**config.mk**
```make
export PLATFORM = sky130hd
export DESIGN_NAME = load_cell_block_average_settle_unit
export DESIGN_NICKNAME = d
export VERILOG_FILES = /design/src/hw/rtl/lcbas_pkg.sv /design/src/hw/rtl/lcbas_fifo.sv /design/src/hw/rtl/lcbas_front.sv /design/src/hw/rtl/lcbas_back.sv /design/src/hw/rtl/load_cell_block_average_settle_unit.sv
export SDC_FILE = /design/constraint.sdc
export NUM_CORES = 1
export LEC_CHECK = 0
export BUFFER_PORTS_ARGS = -buffer_cell sky130_fd_sc_hd__clkbuf_2
export CAP_MARGIN = 20
export CORE_AREA = 2 2 221 180
export CTS_CLUSTER_DIAMETER = 80
export DETAILED_ROUTE_END_ITERATION = 10
export DIE_AREA = 0 0 223 182
export PLACE_DENSITY = 0.82
export SETUP_SLACK_MARGIN = 0.05
export SLEW_MARGIN = 15
export SYNTH_ARGS = -nofsm -noshare
export SYNTH_HDL_FRONTEND = slang
export SYNTH_SLANG_ARGS = --single-unit
```
**constraint.sdc**
```tcl
create_clock -name clk -period 6.99 [get_ports clk]
set_input_delay 0.3495 -clock clk [delete_from_list [all_inputs] [get_ports clk]]
set_output_delay 0.3495 -clock clk [all_outputs]
set_load 0.1 [all_outputs]
```
**src/hw/rtl/lcbas_pkg.sv**
```systemverilog
// shared types and constants for the load cell block average and settle unit
package lcbas_pkg;

  // field widths
  localparam int unsigned SAMPLE_W = 12;
  localparam int unsigned NET_W    = 13;
  localparam int unsigned VALUE_W  = 21;
  localparam int unsigned TOL_W    = 12;
  localparam int unsigned MATCH_W  = 8;
  localparam int unsigned GAIN_W   = 16;
  localparam int unsigned PROD_W   = NET_W + GAIN_W + 1;
  localparam int unsigned GAIN_FRAC_W = 8;

  // configuration port
  localparam int unsigned ADDR_W = 4;
  localparam int unsigned DATA_W = 32;

  // queue sizes
  localparam int unsigned MID_DEPTH = 2;
  localparam int unsigned OUT_DEPTH = 4;
  localparam int unsigned OUT_CNT_W = $clog2(OUT_DEPTH + 1);

  // register reset values
  localparam logic               MODE_RESET      = 1'b0;
  localparam logic [TOL_W-1:0]   TOL_RESET       = TOL_W'(3);
  localparam logic [MATCH_W-1:0] MATCH_RESET     = MATCH_W'(5);
  localparam logic [GAIN_W-1:0]  GAIN_RESET      = GAIN_W'(256);
  localparam logic [MATCH_W-1:0] MATCH_SATURATED = {MATCH_W{1'b1}};

  // register map, one word each
  typedef enum logic [1:0] {
    REG_MODE,
    REG_TOLERANCE,
    REG_MATCH_TARGET,
    REG_GAIN
  } reg_index_t;

  // operating modes
  localparam logic MODE_TARE  = 1'b0;
  localparam logic MODE_WEIGH = 1'b1;

  // result kinds
  localparam logic KIND_OFFSET = 1'b0;
  localparam logic KIND_WEIGHT = 1'b1;

  typedef struct packed {
    logic               mode;
    logic [TOL_W-1:0]   tolerance;
    logic [MATCH_W-1:0] match_target;
    logic [GAIN_W-1:0]  gain;
  } cfg_t;

  typedef struct packed {
    logic                      result_kind;
    logic signed [VALUE_W-1:0] value;
    logic signed [NET_W-1:0]   net_counts;
  } result_t;

endpackage

```
**src/hw/rtl/lcbas_fifo.sv**
```systemverilog
// small synchronous queue used between the stages
module lcbas_fifo #(
  parameter int unsigned WIDTH = 8,
  parameter int unsigned DEPTH = 4
) (
  input  logic                       clk,
  input  logic                       rst,
  input  logic                       push,
  input  logic [WIDTH-1:0]           wr_data,
  input  logic                       pop,
  output logic [WIDTH-1:0]           rd_data,
  output logic                       empty,
  output logic                       full,
  output logic [$clog2(DEPTH+1)-1:0] count
);

  localparam int unsigned PTR_W = $clog2(DEPTH);
  localparam int unsigned CNT_W = $clog2(DEPTH + 1);

  logic [WIDTH-1:0] store [DEPTH];
  logic [PTR_W-1:0] wr_ptr;
  logic [PTR_W-1:0] rd_ptr;
  logic             do_push;
  logic             do_pop;

  assign empty   = (count == '0);
  assign full    = (count == CNT_W'(DEPTH));
  assign do_push = push && !full;
  assign do_pop  = pop && !empty;
  assign rd_data = store[rd_ptr];

  // pointers and fill level
  always_ff @(posedge clk) begin
    if (rst) begin
      wr_ptr <= '0;
      rd_ptr <= '0;
      count  <= '0;
    end else begin
      if (do_push) begin
        wr_ptr <= wr_ptr + PTR_W'(1);
      end
      if (do_pop) begin
        rd_ptr <= rd_ptr + PTR_W'(1);
      end
      count <= count + CNT_W'(do_push) - CNT_W'(do_pop);
    end
  end

  // storage
  always_ff @(posedge clk) begin
    if (do_push) begin
      store[wr_ptr] <= wr_data;
    end
  end

endmodule

```
**src/hw/rtl/lcbas_front.sv**
```systemverilog
// sample accumulator: sums each block and hands its average to the back end
module lcbas_front import lcbas_pkg::*; #(
  parameter int unsigned LOG2_BLOCK = 4
) (
  input  logic                clk,
  input  logic                rst,
  input  logic                push,
  input  logic [SAMPLE_W-1:0] sample,
  output logic                full,
  input  logic                mid_full,
  output logic                mid_push,
  output logic [SAMPLE_W-1:0] mid_avg
);

  localparam int unsigned SUM_W = SAMPLE_W + LOG2_BLOCK;
  localparam int unsigned IDX_W = (LOG2_BLOCK > 0) ? LOG2_BLOCK : 1;

  logic [SUM_W-1:0] block_sum;
  logic [SUM_W-1:0] block_sum_next;
  logic [IDX_W-1:0] sample_index;
  logic             last;
  logic             accept;

  // block end is known before the beat arrives
  assign last     = (LOG2_BLOCK == 0) || (&sample_index);
  assign full     = last && mid_full;
  assign accept   = push && !full;

  assign block_sum_next = block_sum + SUM_W'(sample);
  assign mid_push       = accept && last;
  assign mid_avg        = block_sum_next[SUM_W-1:LOG2_BLOCK];

  // accumulator and index, cleared at every block end
  always_ff @(posedge clk) begin
    if (rst) begin
      block_sum    <= '0;
      sample_index <= '0;
    end else if (accept) begin
      if (last) begin
        block_sum    <= '0;
        sample_index <= '0;
      end else begin
        block_sum    <= block_sum_next;
        sample_index <= sample_index + IDX_W'(1);
      end
    end
  end

endmodule

```
**src/hw/rtl/lcbas_back.sv**
```systemverilog
// block evaluator: tare, settle tracking and weight scaling
module lcbas_back import lcbas_pkg::*; (
  input  logic                 clk,
  input  logic                 rst,
  input  cfg_t                 cfg,
  input  logic                 mid_valid,
  input  logic [SAMPLE_W-1:0]  mid_avg,
  output logic                 mid_pop,
  input  logic [OUT_CNT_W-1:0] out_count,
  output logic                 out_push,
  output result_t              out_data
);

  localparam int unsigned FLIGHT_W = OUT_CNT_W + 1;
  localparam int unsigned DIFF_W   = NET_W + 1;

  // settle state
  logic [SAMPLE_W-1:0]     offset_counts;
  logic [SAMPLE_W-1:0]     offset_counts_next;
  logic signed [NET_W-1:0] previous_average;
  logic signed [NET_W-1:0] previous_average_next;
  logic [MATCH_W-1:0]      match_count;
  logic [MATCH_W-1:0]      match_count_next;

  // decision stage
  logic                    s1_valid;
  logic                    s1_valid_next;
  logic                    s1_kind;
  logic                    s1_kind_next;
  logic signed [NET_W-1:0] s1_net;
  logic signed [NET_W-1:0] s1_net_next;
  logic [SAMPLE_W-1:0]     s1_avg;

  // multiply stage
  logic                     s2_valid;
  logic                     s2_kind;
  logic signed [NET_W-1:0]  s2_net;
  logic [SAMPLE_W-1:0]      s2_avg;
  logic signed [PROD_W-1:0] s2_product;
  logic signed [PROD_W-1:0] product;

  logic [FLIGHT_W-1:0]      in_flight;
  logic signed [NET_W-1:0]  net;
  logic signed [DIFF_W-1:0] diff;
  logic [DIFF_W-1:0]        diff_mag;
  logic                     matched;
  logic                     settled;

  // take a block only when the result queue has room for everything in flight
  assign in_flight = FLIGHT_W'(out_count) + FLIGHT_W'(s1_valid) + FLIGHT_W'(s2_valid);
  assign mid_pop   = mid_valid && (in_flight < FLIGHT_W'(OUT_DEPTH));

  // net counts and distance to the previous block
  assign net      = $signed({1'b0, mid_avg}) - $signed({1'b0, offset_counts});
  assign diff     = DIFF_W'(previous_average) - DIFF_W'(net);
  assign diff_mag = diff[DIFF_W-1] ? DIFF_W'(-diff) : DIFF_W'(diff);
  assign matched  = diff_mag < DIFF_W'(cfg.tolerance);
  assign settled  = match_count >= cfg.match_target;

  // per-block decision
  always_comb begin
    offset_counts_next    = offset_counts;
    previous_average_next = previous_average;
    match_count_next      = match_count;
    s1_valid_next         = 1'b0;
    s1_kind_next          = KIND_OFFSET;
    s1_net_next           = '0;
    if (mid_pop) begin
      priority if (cfg.mode == MODE_TARE) begin
        offset_counts_next = mid_avg;
        s1_valid_next      = 1'b1;
      end else if (settled) begin
        s1_valid_next         = 1'b1;
        s1_kind_next          = KIND_WEIGHT;
        s1_net_next           = net;
        match_count_next      = '0;
        previous_average_next = '0;
      end else begin
        previous_average_next = net;
        if (!matched) begin
          match_count_next = '0;
        end else if (match_count != MATCH_SATURATED) begin
          match_count_next = match_count + MATCH_W'(1);
        end
      end
    end
  end

  // control and state registers
  always_ff @(posedge clk) begin
    if (rst) begin
      offset_counts    <= '0;
      previous_average <= '0;
      match_count      <= '0;
      s1_valid         <= 1'b0;
      s2_valid         <= 1'b0;
    end else begin
      offset_counts    <= offset_counts_next;
      previous_average <= previous_average_next;
      match_count      <= match_count_next;
      s1_valid         <= s1_valid_next;
      s2_valid         <= s1_valid;
    end
  end

  // weight product, signed net times unsigned gain
  assign product = PROD_W'(s1_net) * PROD_W'($signed({1'b0, cfg.gain}));

  // payload pipeline
  always_ff @(posedge clk) begin
    s1_kind    <= s1_kind_next;
    s1_net     <= s1_net_next;
    s1_avg     <= mid_avg;
    s2_kind    <= s1_kind;
    s2_net     <= s1_net;
    s2_avg     <= s1_avg;
    s2_product <= product;
  end

  // floor divide by 256 is an arithmetic shift of the product
  assign out_push             = s2_valid;
  assign out_data.result_kind = s2_kind;
  assign out_data.net_counts  = s2_net;
  assign out_data.value       = (s2_kind == KIND_WEIGHT)
                              ? s2_product[GAIN_FRAC_W +: VALUE_W]
                              : $signed(VALUE_W'(s2_avg));

endmodule

```
**src/hw/rtl/load_cell_block_average_settle_unit.sv**
```systemverilog
// load cell block averager with tare and settling detect, top level
// one sample per cycle back to back; full rises only at a block end with the block queue full
// a result is ready once the beat that closes its block has passed the block queue, decision stage,
// multiply stage and result queue write; at most one result per cycle
// reset is synchronous: queues, accumulator, settle state and registers return
// to their defaults
module load_cell_block_average_settle_unit import lcbas_pkg::*; #(
  parameter int unsigned LOG2_BLOCK = 4
) (
  input  logic                       clk,
  input  logic                       rst,
  // configuration
  input  logic                       psel,
  input  logic                       penable,
  input  logic                       pwrite,
  input  logic [ADDR_W-1:0]          paddr,
  input  logic [DATA_W-1:0]          pwdata,
  output logic [DATA_W-1:0]          prdata,
  output logic                       pready,
  // samples
  input  logic                       push,
  input  logic [SAMPLE_W-1:0]        sample,
  output logic                       full,
  // results
  output logic                       empty,
  input  logic                       pop,
  output logic                       result_kind,
  output logic signed [VALUE_W-1:0]  value,
  output logic signed [NET_W-1:0]    net_counts
);

  cfg_t                 cfg;
  reg_index_t           reg_index;
  logic                 cfg_write;
  logic                 mid_full;
  logic                 mid_empty;
  logic                 mid_push;
  logic                 mid_pop;
  logic [SAMPLE_W-1:0]  mid_avg;
  logic [SAMPLE_W-1:0]  mid_head;
  logic [$clog2(MID_DEPTH+1)-1:0] mid_count;
  logic                 out_push;
  logic [OUT_CNT_W-1:0] out_count;
  logic                 out_full;
  result_t              out_data;
  result_t              out_head;

  // register port
  assign pready    = 1'b1;
  assign reg_index = reg_index_t'(paddr[3:2]);
  assign cfg_write = psel && penable && pwrite && pready;

  always_ff @(posedge clk) begin
    if (rst) begin
      cfg.mode         <= MODE_RESET;
      cfg.tolerance    <= TOL_RESET;
      cfg.match_target <= MATCH_RESET;
      cfg.gain         <= GAIN_RESET;
    end else if (cfg_write) begin
      unique case (reg_index)
        REG_MODE:         cfg.mode         <= pwdata[0];
        REG_TOLERANCE:    cfg.tolerance    <= pwdata[TOL_W-1:0];
        REG_MATCH_TARGET: cfg.match_target <= pwdata[MATCH_W-1:0];
        REG_GAIN:         cfg.gain         <= pwdata[GAIN_W-1:0];
        default:          ;
      endcase
    end
  end

  // register readback
  always_comb begin
    unique case (reg_index)
      REG_MODE:         prdata = DATA_W'(cfg.mode);
      REG_TOLERANCE:    prdata = DATA_W'(cfg.tolerance);
      REG_MATCH_TARGET: prdata = DATA_W'(cfg.match_target);
      REG_GAIN:         prdata = DATA_W'(cfg.gain);
      default:          prdata = '0;
    endcase
  end

  // front end
  lcbas_front #(
    .LOG2_BLOCK(LOG2_BLOCK)
  ) u_front (
    .clk      (clk),
    .rst      (rst),
    .push     (push),
    .sample   (sample),
    .full     (full),
    .mid_full (mid_full),
    .mid_push (mid_push),
    .mid_avg  (mid_avg)
  );

  // block averages waiting for the back end
  lcbas_fifo #(
    .WIDTH(SAMPLE_W),
    .DEPTH(MID_DEPTH)
  ) u_mid_fifo (
    .clk     (clk),
    .rst     (rst),
    .push    (mid_push),
    .wr_data (mid_avg),
    .pop     (mid_pop),
    .rd_data (mid_head),
    .empty   (mid_empty),
    .full    (mid_full),
    .count   (mid_count)
  );

  // back end
  lcbas_back u_back (
    .clk       (clk),
    .rst       (rst),
    .cfg       (cfg),
    .mid_valid (!mid_empty),
    .mid_avg   (mid_head),
    .mid_pop   (mid_pop),
    .out_count (out_count),
    .out_push  (out_push),
    .out_data  (out_data)
  );

  // result queue
  lcbas_fifo #(
    .WIDTH($bits(result_t)),
    .DEPTH(OUT_DEPTH)
  ) u_out_fifo (
    .clk     (clk),
    .rst     (rst),
    .push    (out_push),
    .wr_data (out_data),
    .pop     (pop),
    .rd_data (out_head),
    .empty   (empty),
    .full    (out_full),
    .count   (out_count)
  );

  assign result_kind = out_head.result_kind;
  assign value       = out_head.value;
  assign net_counts  = out_head.net_counts;

endmodule

```
==> metrics.txt <==
Initial Util=roughly 55%; die width=223 um; power per cell area=around 210 nW/um^2; gpl congestion=around 0.90; met1 wire length=19200 um; Net Sw Power=between 1500 and 2000 uW; worst r2r path cells=24; pin count of the biggest net entering global routing=between 100 and 150; fin crit share=94.7%; commonest cells after routing, fill and taps aside=nand2_1 (228), inv_1 (218), dfxtp_1 (172); Slew Limit Fails=0; fin worst setup slack=0.371 ns; Critical R2R Capture=u_back.s2_product[28]$_DFF_P_; Sequential Area=around 8500 um^2; num rows=65; max-cap violation count=0; vias in the first global route=between 10k and 15k; CTS HTree Levels=2; clk buf depth=3; share of layout cells above drive strength 1=13.7%; #FFs+latches synth=343; final setup fails=0; syn avg cell area=10.9 um^2; hpwl dp=around 34000 um; crit path max fanout=10; commonest non-fill, non-tap cell in the layout=nand2_1; Critical Setup Path Class=flip-flop to flip-flop; wire length per cell=~18 um; CORE AREA=between 30000 and 40000 um^2; status=complete, no violations; Post-CTS Hold Fix Bufs=0; clk_skew=roughly 0.014 ns; Layout fillers=a little under 3k; Crit path required time=about 7.4 ns; Crit path largest cell delay=0.56 ns; worst IR drop on VDD=~170 uV; Lkg Pwr=between 0.01 and 0.015 uW; Top Metal Used=met4; sequential fraction of the synthesis area=roughly 40%; Mapped Area=between 20000 and 25000 um^2; DRT iter0 DRCs=about 1000; cell depth of the worst min-delay path=3; IO Count=125; die area=40600 um^2; Pint=between 3000 and 4000 uW; Fmax=approximately 150 MHz; CP Launch Type=flip-flop; Multi-input gate area=11500 um^2; Top FF cell, synth=dfxtp_1; part of the power in registers=a little over two fifths; Residual DRC=0; clock-pin slew on the worst setup and hold paths=~0.060 ns; Die Y=182 um; Post-synth EDFFs=about 160; Sw Ratio=a little under a third; setup TNS=0 ns; final wirelength=roughly 45000 um; crit-path cells=buf_4 > nand2_1 > fa_1 > inv_1 > fa_1 > fa_1 > inv_1 > fa_1 > inv_1 > fa_1 > fa_1 > ha_1 > a21o_1 > a21o_1 > a21oi_1 > o21ai_1 > and2_1 > a211oi_1 > buf_4 > o2111a_1 > o21ai_0 > a21oi_2 > o21bai_1 > xnor2_1; Hold Slack=0.0584 ns; CP top delay family=adder cells; Period minus WS final=6.62 ns; post-route ant nets=0; clock root buffer=clkbuf_16; Max-slew headroom=36.1%; All-Layer GR Usage=between 20% and 30%; drt via density=between 5 and 6; Synth-to-Final Area Change=10.7%; Slew @ Worst Pin=~0.96 ns; Mapped Cells=slightly below 2k; first-pass GRT wire length=between 70000 and 80000 um; Combinational Power Share=around 20%; GRT overflow=0; HP Start=pwdata[14]; Net count, final=between 2k and 2.5k; Buffers & Inverters on Critical Path=5; initial antenna violation count=0; WP data arrival=7.02 ns; drt pass-1 iters=5; via count=between 10k and 15k; Skew-Pair Late Insertion Delay=0.52 ns; YS warnings=0; register-to-register setup slack=0.37 ns; CTS Sinks=between 300 and 400; worst min-delay path class=primary input to flip-flop; pre-CTS setup slack=0.170 ns; final hold vios=0; I/O Buffers=between 80 and 90; Async S/R FF share, synth=0%; metal2 WL=around 22000 um; most used cell, CP=fa_1; reg2reg start=u_back.s1_net[2]$_SDFF_PN0_; Clock power frac=a little under two fifths; Yosys cell types=about 80; RSZ-0062 raised after global routing=yes; number of buffers created by CTS=34; Setup crit end kind=flip-flop; met3 WL=approximately 2600 um; antenna cells=0; Worst Hold End=cfg[14]$_SDFFE_PP0P_; Slowest-stage cell, CP=fa_1; CTS tree=built
## worst max-delay path by stage
| stage | cells past startpoint | from | slack (ns) | to |
|---|---|---|---|---|
| after floorplan | 30 | flip-flop | 0.33 | u_back.match_count[2]$_SDFFE_PP0P_ |
| after detailed placement | 23 | cfg[7]$_SDFFE_PP0P_ | 0.17 | u_back.s2_product[28]$_DFF_P_ |
| final | 24 | u_back.s1_net[2]$_SDFF_PN0_ | 0.37 | u_back.s2_product[28]$_DFF_P_ |
| after global placement | 30 | flip-flop | 0.33 | u_back.match_count[7]$_SDFFE_PP0P_ |
| after CTS | 23 | cfg[7]$_SDFFE_PP0P_ | 0.08 | u_back.s2_product[28]$_DFF_P_ |
| after global routing | 32 | flip-flop | 0.03 | u_back.match_count[2]$_SDFFE_PP0P_ |
## metrics by stage
step           cell area [um^2]  utilization (%)  total power (uW)  instances
2_1_floorplan             21300                -              3040       1969
3_3_place_gp              22300             57.7              3170       2513
3_5_place_dp              22300             57.7              3190       2514
4_1_cts                   23400             60.6              5040       2574
5_1_grt                   23500             60.8              5160       2577
6_report                  23500             60.8              5000       2577
## sequential cells by signal, summed over array words and instances (netlist names), 4 cells and up, named ones only
name / count
u_back.s2_net: 13
u_front.block_sum: 16
u_back.offset_counts: 12
u_back.s2_avg: 12
u_mid_fifo.store: 24
u_back.previous_average: 13
u_front.sample_index: 4
u_back.match_count: 8
u_back.s1_net: 13
u_back.s1_avg: 12
u_back.s2_product: 21
u_out_fifo.store: 140
cfg: 37
## power groups by stage
stage	Clock (uW)	Sequential, uW	Combinational [uW]
4_1_cts	1890	2150	996
3_3_place_gp	0	2190	981
3_5_place_dp	0	2200	995
2_1_floorplan	0	2190	850
6_report	1860	2150	985
5_1_grt	1970	2160	1040
## cell families after synthesis
| kind of cell | after synthesis | synth area share [%] |
|---|---|---|
| xor gates and xnor gates | 67 | 2.83 |
| DFF | 343 | 40.1 |
| other | 2 | 0.0354 |
| buffers and inverters | 312 | 5.83 |
| AOI/OAI and AO/OA | 234 | 7.57 |
| adders and majority gates | 315 | 24.1 |
| muxes | 84 | 6.22 |
| and+or+nand+nor | 597 | 13.3 |
## synthesized netlist by cell type, types with 25 or more instances
cell type | n | area [um^2]
nor3_1 | 30 | 150
edfxtp_1 | 164 | 4920
nand2_1 | 228 | 856
inv_1 | 218 | 818
nor2b_1 | 32 | 200
ha_1 | 158 | 1980
and2_1 | 91 | 569
mux2i_1 | 25 | 250
dfxtp_1 | 179 | 3580
xnor2_1 | 50 | 438
nand2b_1 | 27 | 169
mux4_2 | 36 | 811
clkbuf_1 | 68 | 255
fa_1 | 157 | 3140
nor2_1 | 133 | 499
o21ai_0 | 32 | 160
a21oi_1 | 87 | 435
## what timing repair did
action,CTS,global route
setup endpoints to repair,0,11
setup buffers,0,2
gates resized for setup,0,15
## worst register-to-register path: stages (launching register included)
cell,delay (ns)
dfxtp_1,0.43
buf_4,0.22
nand2_1,0.09
fa_1,0.51
inv_1,0.06
fa_1,0.45
fa_1,0.49
inv_1,0.05
fa_1,0.48
inv_1,0.06
fa_1,0.56
fa_1,0.42
ha_1,0.37
a21o_1,0.19
a21o_1,0.19
a21oi_1,0.15
o21ai_1,0.16
and2_1,0.26
a211oi_1,0.30
buf_4,0.19
o2111a_1,0.24
o21ai_0,0.18
a21oi_2,0.24
o21bai_1,0.11
xnor2_1,0.13
## layer usage
| layer | track usage, % | vias to the layer above |
|---|---|---|
| li1 | - | 6692 |
| met1 | 29.8 | 7150 |
| met2 | 38.6 | 449 |
| met3 | 3.11 | 106 |
| met4 | 7.22 | 0 |
| met5 | 0 | - |
## layout make-up
cell class                 instances  area share (%)
inverter                         218            3.48
timing repair buffer             140            3.61
clock inverter                    16           0.842
tap                              502            2.67
clock buffer                      44            3.96
multi-input combinational       1314            49.2
sequential                       343            36.3
Note: power is estimated with default switching activity, not from simulation.
